--- src/rtl/sact_pkg.sv ---
// ----------------------------------------------------------------------------
// sact_pkg
// Shared types and constants for the square attack count tracker: board
// geometry, counter store addressing and the sequencer state encoding.
// ----------------------------------------------------------------------------
package sact_pkg;

    localparam int SQUARES = 64;
    localparam int SIDES   = 2;
    localparam int SQ_W    = $clog2(SQUARES);
    localparam int SIDE_W  = $clog2(SIDES);
    localparam int ADDR_W  = SQ_W + SIDE_W;

    typedef logic [SQ_W-1:0]    sq_t;
    typedef logic [ADDR_W-1:0]  addr_t;
    typedef logic [SQUARES-1:0] map_t;

    typedef struct packed {
        logic  en;
        addr_t addr;
    } mem_port_t;

    typedef enum logic [1:0] {
        ST_IDLE,
        ST_RUN,
        ST_FINISH
    } state_t;

endpackage

--- src/rtl/square_attack_count_tracker.sv ---
// ----------------------------------------------------------------------------
// square_attack_count_tracker
// Per-side, per-square saturating attack counters with a live occupancy map
// per side. Each item walks the set bits of its mask, one counter update each.
//
//   channel | signals                                  | direction
//   --------+------------------------------------------+----------
//   in      | in_valid, in_ready, mode, side, attack_mask | into block
//   out     | out_valid, out_ready, side_map           | out of block
//
// An item steps through ST_RUN, one read-modify-write per set bit of its mask
// through the single counter store port pair and shared update unit, with the
// read of one bit overlapped with the write of the last, then through ST_FINISH
// to out_valid; no new item is accepted until the block is back in ST_IDLE.
// in_ready rises together with out_valid, even if the result is not yet taken.
// A stalled result delays the final load into the output register and holds the block in ST_FINISH.
// Reset clears all counters and maps at once; no clearing pass is needed.
// ----------------------------------------------------------------------------
module square_attack_count_tracker #(
    parameter int COUNT_WIDTH = 8
) (
    input  logic                clk,
    input  logic                rst_n,
    input  logic                in_valid,
    output logic                in_ready,
    input  logic                mode,
    input  logic                side,
    input  logic [63:0]         attack_mask,
    output logic                out_valid,
    input  logic                out_ready,
    output logic [63:0]         side_map
);
    import sact_pkg::*;

    state_t    state_reg, state_next;
    map_t      mask_reg, mask_next;
    logic      mode_reg, side_reg;
    map_t      maps_reg [SIDES];
    map_t      maps_next [SIDES];
    logic      pend_vld_reg, pend_vld_next;
    sq_t       pend_sq_reg;
    logic      out_vld_reg, out_vld_next;
    map_t      out_map_reg;

    map_t      low_bit;
    sq_t       low_sq;
    logic      accept, issue, load_out;

    mem_port_t              rd_port, wr_port;
    logic [COUNT_WIDTH-1:0] rd_count, new_count;
    logic                   occupied;

    // lowest set bit of the remaining mask
    assign low_bit = mask_reg & (~mask_reg + map_t'(1));

    always_comb
    begin
        low_sq = '0;
        for (int i = 0; i < SQUARES; i++)
        begin
            if (low_bit[i])
            begin
                low_sq = low_sq | sq_t'(i);
            end
        end
    end

    assign accept   = in_valid && in_ready;
    assign issue    = (state_reg == ST_RUN) && (mask_reg != '0);
    assign load_out = (state_reg == ST_FINISH) && (!out_vld_reg || out_ready);

    // next state
    always_comb
    begin
        state_next = state_reg;
        unique case (state_reg)
            ST_IDLE:
            begin
                if (in_valid)
                begin
                    state_next = ST_RUN;
                end
            end
            ST_RUN:
            begin
                if (mask_reg == '0)
                begin
                    state_next = ST_FINISH;
                end
            end
            ST_FINISH:
            begin
                if (!out_vld_reg || out_ready)
                begin
                    state_next = ST_IDLE;
                end
            end
            default:
            begin
                state_next = ST_IDLE;
            end
        endcase
    end

    // outputs of the sequencer
    always_comb
    begin
        in_ready = 1'b0;
        unique case (state_reg)
            ST_IDLE:   in_ready = 1'b1;
            ST_RUN:    in_ready = 1'b0;
            ST_FINISH: in_ready = 1'b0;
            default:   in_ready = 1'b0;
        endcase
    end

    assign rd_port.en   = issue;
    assign rd_port.addr = {side_reg, low_sq};
    assign wr_port.en   = pend_vld_reg;
    assign wr_port.addr = {side_reg, pend_sq_reg};

    sact_count_mem #(
        .COUNT_WIDTH (COUNT_WIDTH)
    ) u_mem (
        .clk     (clk),
        .rst_n   (rst_n),
        .rd_port (rd_port),
        .wr_port (wr_port),
        .wr_data (new_count),
        .rd_data (rd_count)
    );

    sact_count_alu #(
        .COUNT_WIDTH (COUNT_WIDTH)
    ) u_alu (
        .remove    (mode_reg),
        .count     (rd_count),
        .count_new (new_count),
        .occupied  (occupied)
    );

    always_comb
    begin
        mask_next     = mask_reg;
        pend_vld_next = issue;
        maps_next     = maps_reg;
        out_vld_next  = out_vld_reg;
        if (accept)
        begin
            mask_next = attack_mask;
        end
        else if (issue)
        begin
            mask_next = mask_reg & ~low_bit;
        end
        // write back the occupancy of the square just updated
        if (pend_vld_reg)
        begin
            maps_next[side_reg][pend_sq_reg] = occupied;
        end
        if (load_out)
        begin
            out_vld_next = 1'b1;
        end
        else if (out_ready)
        begin
            out_vld_next = 1'b0;
        end
    end

    always_ff @(posedge clk or negedge rst_n)
    begin
        if (!rst_n)
        begin
            state_reg    <= ST_IDLE;
            pend_vld_reg <= 1'b0;
            out_vld_reg  <= 1'b0;
            for (int s = 0; s < SIDES; s++)
            begin
                maps_reg[s] <= '0;
            end
        end
        else
        begin
            state_reg    <= state_next;
            pend_vld_reg <= pend_vld_next;
            out_vld_reg  <= out_vld_next;
            maps_reg     <= maps_next;
        end
    end

    always_ff @(posedge clk)
    begin
        mask_reg <= mask_next;
        if (accept)
        begin
            mode_reg <= mode;
            side_reg <= side;
        end
        if (issue)
        begin
            pend_sq_reg <= low_sq;
        end
        if (load_out)
        begin
            out_map_reg <= maps_reg[side_reg];
        end
    end

    assign out_valid = out_vld_reg;
    assign side_map  = out_map_reg;

endmodule

--- src/rtl/sact_count_mem.sv ---
// ----------------------------------------------------------------------------
// sact_count_mem
// Counter store: one entry per side and square, one write and one registered
// read port. Per-entry valid bits make never-written entries read as zero.
// ----------------------------------------------------------------------------
module sact_count_mem #(
    parameter int COUNT_WIDTH = 8
) (
    input  logic                   clk,
    input  logic                   rst_n,
    input  sact_pkg::mem_port_t    rd_port,
    input  sact_pkg::mem_port_t    wr_port,
    input  logic [COUNT_WIDTH-1:0] wr_data,
    output logic [COUNT_WIDTH-1:0] rd_data
);
    import sact_pkg::*;

    localparam int DEPTH = SIDES * SQUARES;

    logic [COUNT_WIDTH-1:0] mem [DEPTH];
    logic [DEPTH-1:0]       vld_reg;
    logic [COUNT_WIDTH-1:0] rd_data_reg;
    logic                   rd_vld_reg;

    always_ff @(posedge clk)
    begin
        if (wr_port.en)
        begin
            mem[wr_port.addr] <= wr_data;
        end
        if (rd_port.en)
        begin
            rd_data_reg <= mem[rd_port.addr];
        end
    end

    always_ff @(posedge clk or negedge rst_n)
    begin
        if (!rst_n)
        begin
            vld_reg    <= '0;
            rd_vld_reg <= 1'b0;
        end
        else
        begin
            if (wr_port.en)
            begin
                vld_reg[wr_port.addr] <= 1'b1;
            end
            if (rd_port.en)
            begin
                rd_vld_reg <= vld_reg[rd_port.addr];
            end
        end
    end

    assign rd_data = rd_vld_reg ? rd_data_reg : '0;

endmodule

--- src/rtl/sact_count_alu.sv ---
// ----------------------------------------------------------------------------
// sact_count_alu
// Shared counter update unit: saturating increment or floored decrement of
// one counter, with the resulting occupancy bit for the side map.
// ----------------------------------------------------------------------------
module sact_count_alu #(
    parameter int COUNT_WIDTH = 8
) (
    input  logic                   remove,
    input  logic [COUNT_WIDTH-1:0] count,
    output logic [COUNT_WIDTH-1:0] count_new,
    output logic                   occupied
);
    import sact_pkg::*;

    localparam logic [COUNT_WIDTH-1:0] COUNT_MAX = '1;
    localparam logic [COUNT_WIDTH-1:0] ONE       = COUNT_WIDTH'(1);

    always_comb
    begin
        count_new = count;
        if (!remove)
        begin
            if (count != COUNT_MAX)
            begin
                count_new = count + ONE;
            end
        end
        else if (count != '0)
        begin
            count_new = count - ONE;
        end
    end

    assign occupied = (count_new != '0);

endmodule
--- config.mk ---
export PLATFORM = sky130hd
export DESIGN_NAME = square_attack_count_tracker
export DESIGN_NICKNAME = d
export VERILOG_FILES = /design/src/rtl/sact_pkg.sv /design/src/rtl/square_attack_count_tracker.sv /design/src/rtl/sact_count_mem.sv /design/src/rtl/sact_count_alu.sv
export SDC_FILE = /design/constraint.sdc
export NUM_CORES = 2
export LEC_CHECK = 0
export ABC_AREA = 1
export BUFFER_PORTS_ARGS = -buffer_cell sky130_fd_sc_hd__buf_2
export CAP_MARGIN = 0
export CORE_UTILIZATION = 30
export DETAILED_ROUTE_END_ITERATION = 6
export PLACE_DENSITY = 0.4
export SYNTH_ARGS = -nofsm -noshare
export SYNTH_HDL_FRONTEND = slang
export SYNTH_SLANG_ARGS = --single-unit
--- constraint.sdc ---
create_clock -name clk -period 21.6 [get_ports clk]
set_input_delay 1.08 -clock clk [delete_from_list [all_inputs] [get_ports clk]]
set_output_delay 1.08 -clock clk [all_outputs]
set_load 0.01 [all_outputs]
After elaboration in Yosys (flattened, before gate mapping)
Memories as Yosys holds them, arrays and structs flattened. A register that Yosys moved wholly into a read port is not among the register bits.
Index checks and enable logic that the tools add are counted.
{"block": "word_totals", "regBits": 397, "ramBits": 1024, "inputBits": 70, "word_cells": 148, "memories": 1}
{"memory": "u_mem.mem", "words": 128, "width": 8, "rd": 1, "rd_clocked_by_memory_dff": 1, "wr": 1, "line": "sact_count_mem.sv:20", "text": "logic [COUNT_WIDTH-1:0] mem [DEPTH];"}
{"block": "classes", "add_sub_neg": 3, "order_cmp": 7, "eq_ne": 6, "mux": 97, "n_bitwise": 6, "n_reduce_logical": 16}
{"op": "two-way mux 64 bit", "n": 7}
{"op": "two-way mux 6 bit", "n": 32}
{"op": "AND 64 bit", "n": 2}
{"op": "bitwise mux 128 bit", "n": 1}
{"op": "NOT 64 bit", "n": 2}
{"op": "bitwise OR 128 bit", "n": 1}
{"op": "two-way mux 5 bit", "n": 16}
{"op": "adder 64 x 1 -> 64 bit, second input constant", "n": 1}
{"op": "demux 64 bit (select 1 bit)", "n": 1}
{"op": "logical NOT 64 bit", "n": 1}
{"op": "nonzero test 64 bit", "n": 1}
{"op": "two-way mux 8 bit", "n": 6}
{"op": "two-way mux 4 bit", "n": 8}
{"op": "< comparator 7 x 8 -> 1 bit, second input constant", "n": 2}
{"op": "two-way mux 2 bit", "n": 8}
{"op": "nonzero test 8 bit", "n": 2}
{"op": "two-way mux 3 bit", "n": 4}
{"op": "two-way mux 1 bit", "n": 10}
{"op": "adder 8 x 1 -> 8 bit, second input constant", "n": 1}
{"op": "inequality test 8 bit, second input constant", "n": 1}
{"op": "subtractor 8 x 1 -> 8 bit, second input constant", "n": 1}
{"op": "binary-select mux 1 bit (select 7 bit)", "n": 1}
{"op": "demux 1 bit (select 7 bit)", "n": 1}
{"op": ">= comparator 7 x 1 -> 1 bit, second input constant", "n": 1}
{"op": "other kinds (17)", "n": 24}

Depth between registers and ports, before layout
{"block": "logic_depth", "ltp_word": 68, "mapped_depth": 25}

By module
Synthesis repeated with hierarchy kept, for this count alone.
{"block": "hier_totals", "hier_cells": 5756, "area_unflattened_um2": 61540.3}
{"mod": "sact_count_mem", "instances": 1, "cells_per_inst": 4056, "area_each_um2": 47212.8, "seq_area_each_um2": 34217.8}
{"mod": "square_attack_count_tracker", "instances": 1, "cells_per_inst": 1580, "area_each_um2": 13729.4, "seq_area_each_um2": 7387.1}
{"mod": "sact_count_alu", "instances": 1, "cells_per_inst": 120, "area_each_um2": 598.1, "seq_area_each_um2": 0.0}

Worst setup path after synthesis
Ideal clock, no wire load.
{"block": "synth_path", "path_type": "register -> register", "start": "register u_mem.rd_vld_reg", "end": "memory u_mem.mem[0][1], data pin", "arrival_time_ns": 6.738, "required_time_ns": 20.393, "path_slack_ns": 13.654, "path_stages_with_launch": 13, "path_buffers": 1, "path_cell_list": "dfrtp_1 > buf_2 > nand2_1 > inv_1 > ha_1 > inv_1 > nor3_1 > nand2_1 > nor2_1 > nand3_1 > inv_1 > o21ai_0 > o21ai_0"}
{"block": "synth_between", "elab_chain_cells": 5, "elab_cells_between_ends": 10, "cone_classes": "add/sub (2); eq/ne (1); mux (6); reduce/logical (1)"}
{"item": "start: declaration", "line": "sact_count_mem.sv:23", "text": "logic rd_vld_reg;"}
{"item": "start signal: assignment", "line": "sact_count_mem.sv:52", "text": "rd_vld_reg <= vld_reg[rd_port.addr];"}
{"item": "two-way mux 8 bit (*)", "line": "sact_count_mem.sv:57", "text": "assign rd_data = rd_vld_reg ? rd_data_reg : '0;"}
{"item": "adder 8 x 1 -> 8 bit (tied with other cells)", "line": "sact_count_alu.sv:26", "text": "count_new = count + ONE;"}
{"item": "two-way mux 8 bit, on equally long branches", "line": "sact_count_alu.sv:24, sact_count_alu.sv:29"}
{"item": "two-way mux 8 bit", "line": "sact_count_alu.sv:22", "text": "if (!remove)"}
{"item": "two-way mux 8 bit (*)", "line": "sact_count_alu.sv:22"}
{"item": "named net new_count[1]", "line": "square_attack_count_tracker.sv:50", "text": "logic [COUNT_WIDTH-1:0] rd_count, new_count;"}
{"item": "end: declaration", "line": "sact_count_mem.sv:20"}
The timed path passes the listed nets; every way through them passes the cells marked *. The select of a mux whose other input is x is not followed.

Worst setup path in the final report
{"block": "layout_path", "start": "register mask_reg[3]", "end": "register u_mem.rd_data_reg[0], read port of u_mem.mem, data pin"}
{"block": "layout_between", "elab_chain_cells": 64, "elab_cells_between_ends": 66, "cone_classes": "add/sub (1); mux (61); bitwise (2); reduce/logical (2)"}
{"item": "start: declaration", "line": "square_attack_count_tracker.sv:36", "text": "map_t mask_reg, mask_next;"}
{"item": "start signal: assignment", "line": "square_attack_count_tracker.sv:194", "text": "mask_reg <= mask_next;"}
{"item": "NOT 64 bit", "line": "square_attack_count_tracker.sv:54", "text": "assign low_bit = mask_reg & (~mask_reg + map_t'(1));"}
{"item": "adder 64 x 1 -> 64 bit", "line": "square_attack_count_tracker.sv:54"}
{"item": "AND 64 bit", "line": "square_attack_count_tracker.sv:54"}
{"item": "two-way mux 2 bit", "line": "square_attack_count_tracker.sv:61", "text": "if (low_bit[i])"}
{"item": "two-way mux 3 bit (4 in series)", "line": "square_attack_count_tracker.sv:61"}
{"item": "two-way mux 4 bit (8 in series)", "line": "square_attack_count_tracker.sv:61"}
{"item": "two-way mux 5 bit (16 in series)", "line": "square_attack_count_tracker.sv:61"}
{"item": "two-way mux 6 bit (32 in series)", "line": "square_attack_count_tracker.sv:61"}
{"item": "end: declaration", "line": "sact_count_mem.sv:22", "text": "logic [COUNT_WIDTH-1:0] rd_data_reg;"}
Several ways; a longest one is shown, not always the timed one.
A chain may end at the register's enable or synchronous reset.

==> flow_summary_export.csv <==
group,metric,value,unit
sta,slew_headroom,10.7,%
sta,setup_tns,0,ps
worst_setup_path,cp.arrival,6770,ps
global_routing,grt_pass1_vias,41000,
sta,fin_worst_skew,37.4,ps
status,run_status,"finished, violations left",
clock_network,cts_root_buf,"clkbuf_16",
clock_network,ctsResizeCount,0,
yosys,netlist_area,60400,µm²
worst_setup_path,worstPathRequired,22300,ps
yosys,synth_cells,5674,
yosys,yosys-mux-area-fraction,0.0828,%
yosys,syn_area_per_cell,10.6,µm²
floorplan,pin_count,136,
yosys,yosys.area_share.simple,24.6,%
placement,hpwl,123,mm
yosys,synth_xor_area_share,0.116,%
clock_network,clock_path_buffers,3,
drt,drtAntennaViolNets,0,
floorplan,fp.dieW,451,µm
worst_setup_path,crit_fanout,88,
drt,drcViolationCount,28,
floorplan,dieArea,203000,µm²
sta,fin_hold_ws,176,ps
status,violations,"DRC",
final_layout,area_growth,15.1,%
worst_setup_path,crit_type,"reg2reg",
worst_setup_path,critPathLaunchType,"flip-flop",
global_routing,antenna_found_initial,4,
worst_setup_path,path_depth,21,
placement,globalplace.congestion,0.863,
worst_setup_path,regToRegEndpoint,"u_mem.rd_data_reg[0]",
final_layout,instances_no_fill,8597,
drt,wl_per_cell,24.2,µm
min_path,min_path_type,"in2async",
yosys,ys.flop_type,"edfxtp_1",
final_layout,largest_reg_flops,1024,
worst_setup_path,cpMaxStageDelayCell,"buf_4",
clock_network,cts.sinks,1429,
floorplan,core_area,200000,µm²
clock_network,htree_levels,4,
yosys,ys_seq_area_share,68.9,%
final_layout,drive_gt1_share,11.5,%
worst_setup_path,crit_chain,"nor2_2, nand2_2, nor2_2, nand2_1, nor2_1, nand2_1, nor2_1, nand3_1, nand4_1, inv_1, nand2_8, buf_4, buf_4, nand2_1, nand3_1, nand3_1, nand3_1, nand3_1, nand3_1, nand3_1, nand2_1",
final_layout,nets,5866,
sta,max_slew.worst_pin.slew,1330,ps
drt,firstDrtPassIters,7,
power,finalPower,11.6,mW
yosys,synth_compound_area_share,2.46,%
yosys,syn_nets,5747,
sta,finalCritPeriodShare,28.1,%
worst_setup_path,crit_path_end_kind,"flip-flop",
drt,via_per_inst,4.92,
final_layout,n_fill_cell,20100,
sta,period_minus_slack,6080,ps
power,vdd_drop_max,154,µV
worst_setup_path,cp_top_family,"simple AND/OR/NAND/NOR gates",
power,leakage,26.4,nW
worst_setup_path,rr_worst_depth,21,
sta,rsz0062_at_grt,"false",
drt,drt_iter0_markers,3494,
floorplan,initial_utilization,30.2,%
drt,vias,42300,
drt,routed_wl,208,mm
floorplan,row_count,164,
clock_network,postCtsSetupBuffers,0,
global_routing,grt.overflow.total,0,
floorplan,fp.dieH,451,µm
flow_run,maxCapViolations,0,
yosys,ys_ff_latch,1429,
global_routing,grt_use_total,20.2,%
clock_network,cts_tree,"done",
sta,hold_viol_final,0,
sta,slew_violations,0,
yosys,yosys_warnings,0,
yosys,synthAdderAreaFrac,0.0621,%
yosys,synthDistinctLibCells,40,
yosys,synth-edff-count,1168,
global_routing,grt_max_degree,125,
clock_network,numCtsBuffers,167,
power,p_per_area,167,nW/µm²
yosys,postSynth.asyncResetShare,18.3,%
placement,port_buffers,135,
sta,fmax,165,MHz
worst_setup_path,crit_buf_inv,3,
worst_setup_path,max_stage_delay,930,ps
placement,placedCellCount,8280,
clock_network,path_clk_slew,60,ps
worst_setup_path,ff2ff_setup_slack,15520,ps
sta,setup_viol,0,
worst_setup_path,r2r_start,"mask_reg[3]",
global_routing,grt_pass1_wl,302,mm
yosys,synth_top_family_by_area,"simple AND/OR/NAND/NOR gates",
clock_network,postCtsHoldBufs,0,
clock_network,clk_latency,830,ps
worst_setup_path,crit_path_frequent_cell,"nand3_1",
==> worst reg2reg max path: stages (launching register included) <==
cell	delay (ps)
edfxtp_1	450
nor2_2	190
nand2_2	140
nor2_2	170
nand2_1	150
nor2_1	210
nand2_1	170
nor2_1	190
nand3_1	150
nand4_1	280
inv_1	160
nand2_8	440
buf_4	760
buf_4	1000
nand2_1	190
nand3_1	130
nand3_1	160
nand3_1	150
nand3_1	230
nand3_1	440
nand3_1	150
nand2_1	90
==> cell usage in the layout (no fill, tap or decap), types with 17 or more instances in the layout <==
cell type	count
nor3_1	33
o21ai_1	17
nor2_1	410
nand4_1	21
or2_2	120
clkbuf_8	23
a21oi_1	99
nand3_1	1156
inv_1	216
buf_2	134
clkinv_2	31
o21ai_0	130
dfrtp_1	261
clkbuf_16	168
edfxtp_1	1168
buf_4	111
nand2_1	1619
clkbuf_1	57
==> kinds of logic after synthesis <==
family / after synthesis
simple gates: 3423
flops: 1429
fa+ha+maj: 3
mux: 5
xor+xnor: 8
compound gates: 281
buf+inv: 525
==> report_power, final <==
group          internal, mW  leakage, nW  switching, mW
Sequential             3.90         14.2          0.197
Combinational          1.04         9.50           3.62
Clock                  1.65         2.68           1.19
Total                  6.59         26.4           5.02
==> Yosys cell counts, drive strengths merged (22+ instances only) <==
| library cell | count | area share (%) |
|---|---|---|
| a21oi | 99 | 0.82 |
| buf | 216 | 1.9 |
| clkbuf | 84 | 0.52 |
| dfrtp | 261 | 11 |
| edfxtp | 1168 | 58 |
| inv | 223 | 1.4 |
| nand2 | 1633 | 10 |
| nand3 | 1159 | 9.6 |
| nand4 | 22 | 0.24 |
| nor2 | 436 | 2.8 |
| nor3 | 35 | 0.31 |
| o21ai | 150 | 1.2 |
| or2 | 120 | 1.2 |
==> metrics by stage <==
stage	cell area (µm²)	utilization (%)	setup WS [ps]
detailed placement	64100	32.1	15490
global placement	64100	32.1	15450
finish	69600	34.8	15520
CTS	69600	34.8	15460
floorplan	60400	-	13650
global route	69600	34.8	15000
==> worst max-delay path by stage <==
stage | startpoint | end | slack, ps
final | mask_reg[3] | u_mem.rd_data_reg[0] | 15520
after global routing | mask_reg[11] | u_mem.rd_vld_reg | 15000
after CTS | mask_reg[3] | u_mem.rd_vld_reg | 15460
after detailed placement | mask_reg[3] | u_mem.rd_vld_reg | 15490
after global placement | mask_reg[16] | u_mem.rd_data_reg[0] | 15450
after floorplan | u_mem.rd_vld_reg | u_mem.mem[0][1] | 13650
==> area by class of cell <==
type                       instances  area, µm²  area share, %
inverter                         225        855           1.23
clock inverter                    67        714           1.03
sequential                      1429      41600           59.8
multi-input combinational       3720      16700           24.1
clock buffer                     248       4730           6.81
antenna                            2       5.00        0.00719
timing repair buffer             250       1600           2.30
tap                             2656       3320           4.78
==> per-layer routing <==
layer / global-route usage (%) / vias to the layer above / part of all wire [%]
li1: - / 19800 / -
met1: 29.2 / 21300 / 48
met2: 31.9 / 1015 / 46
met3: 2.54 / 231 / 4.2
met4: 5.01 / 0 / 2.1
met5: 0 / - / 0
No activity file was read; power rests on OpenSTA's default activity.
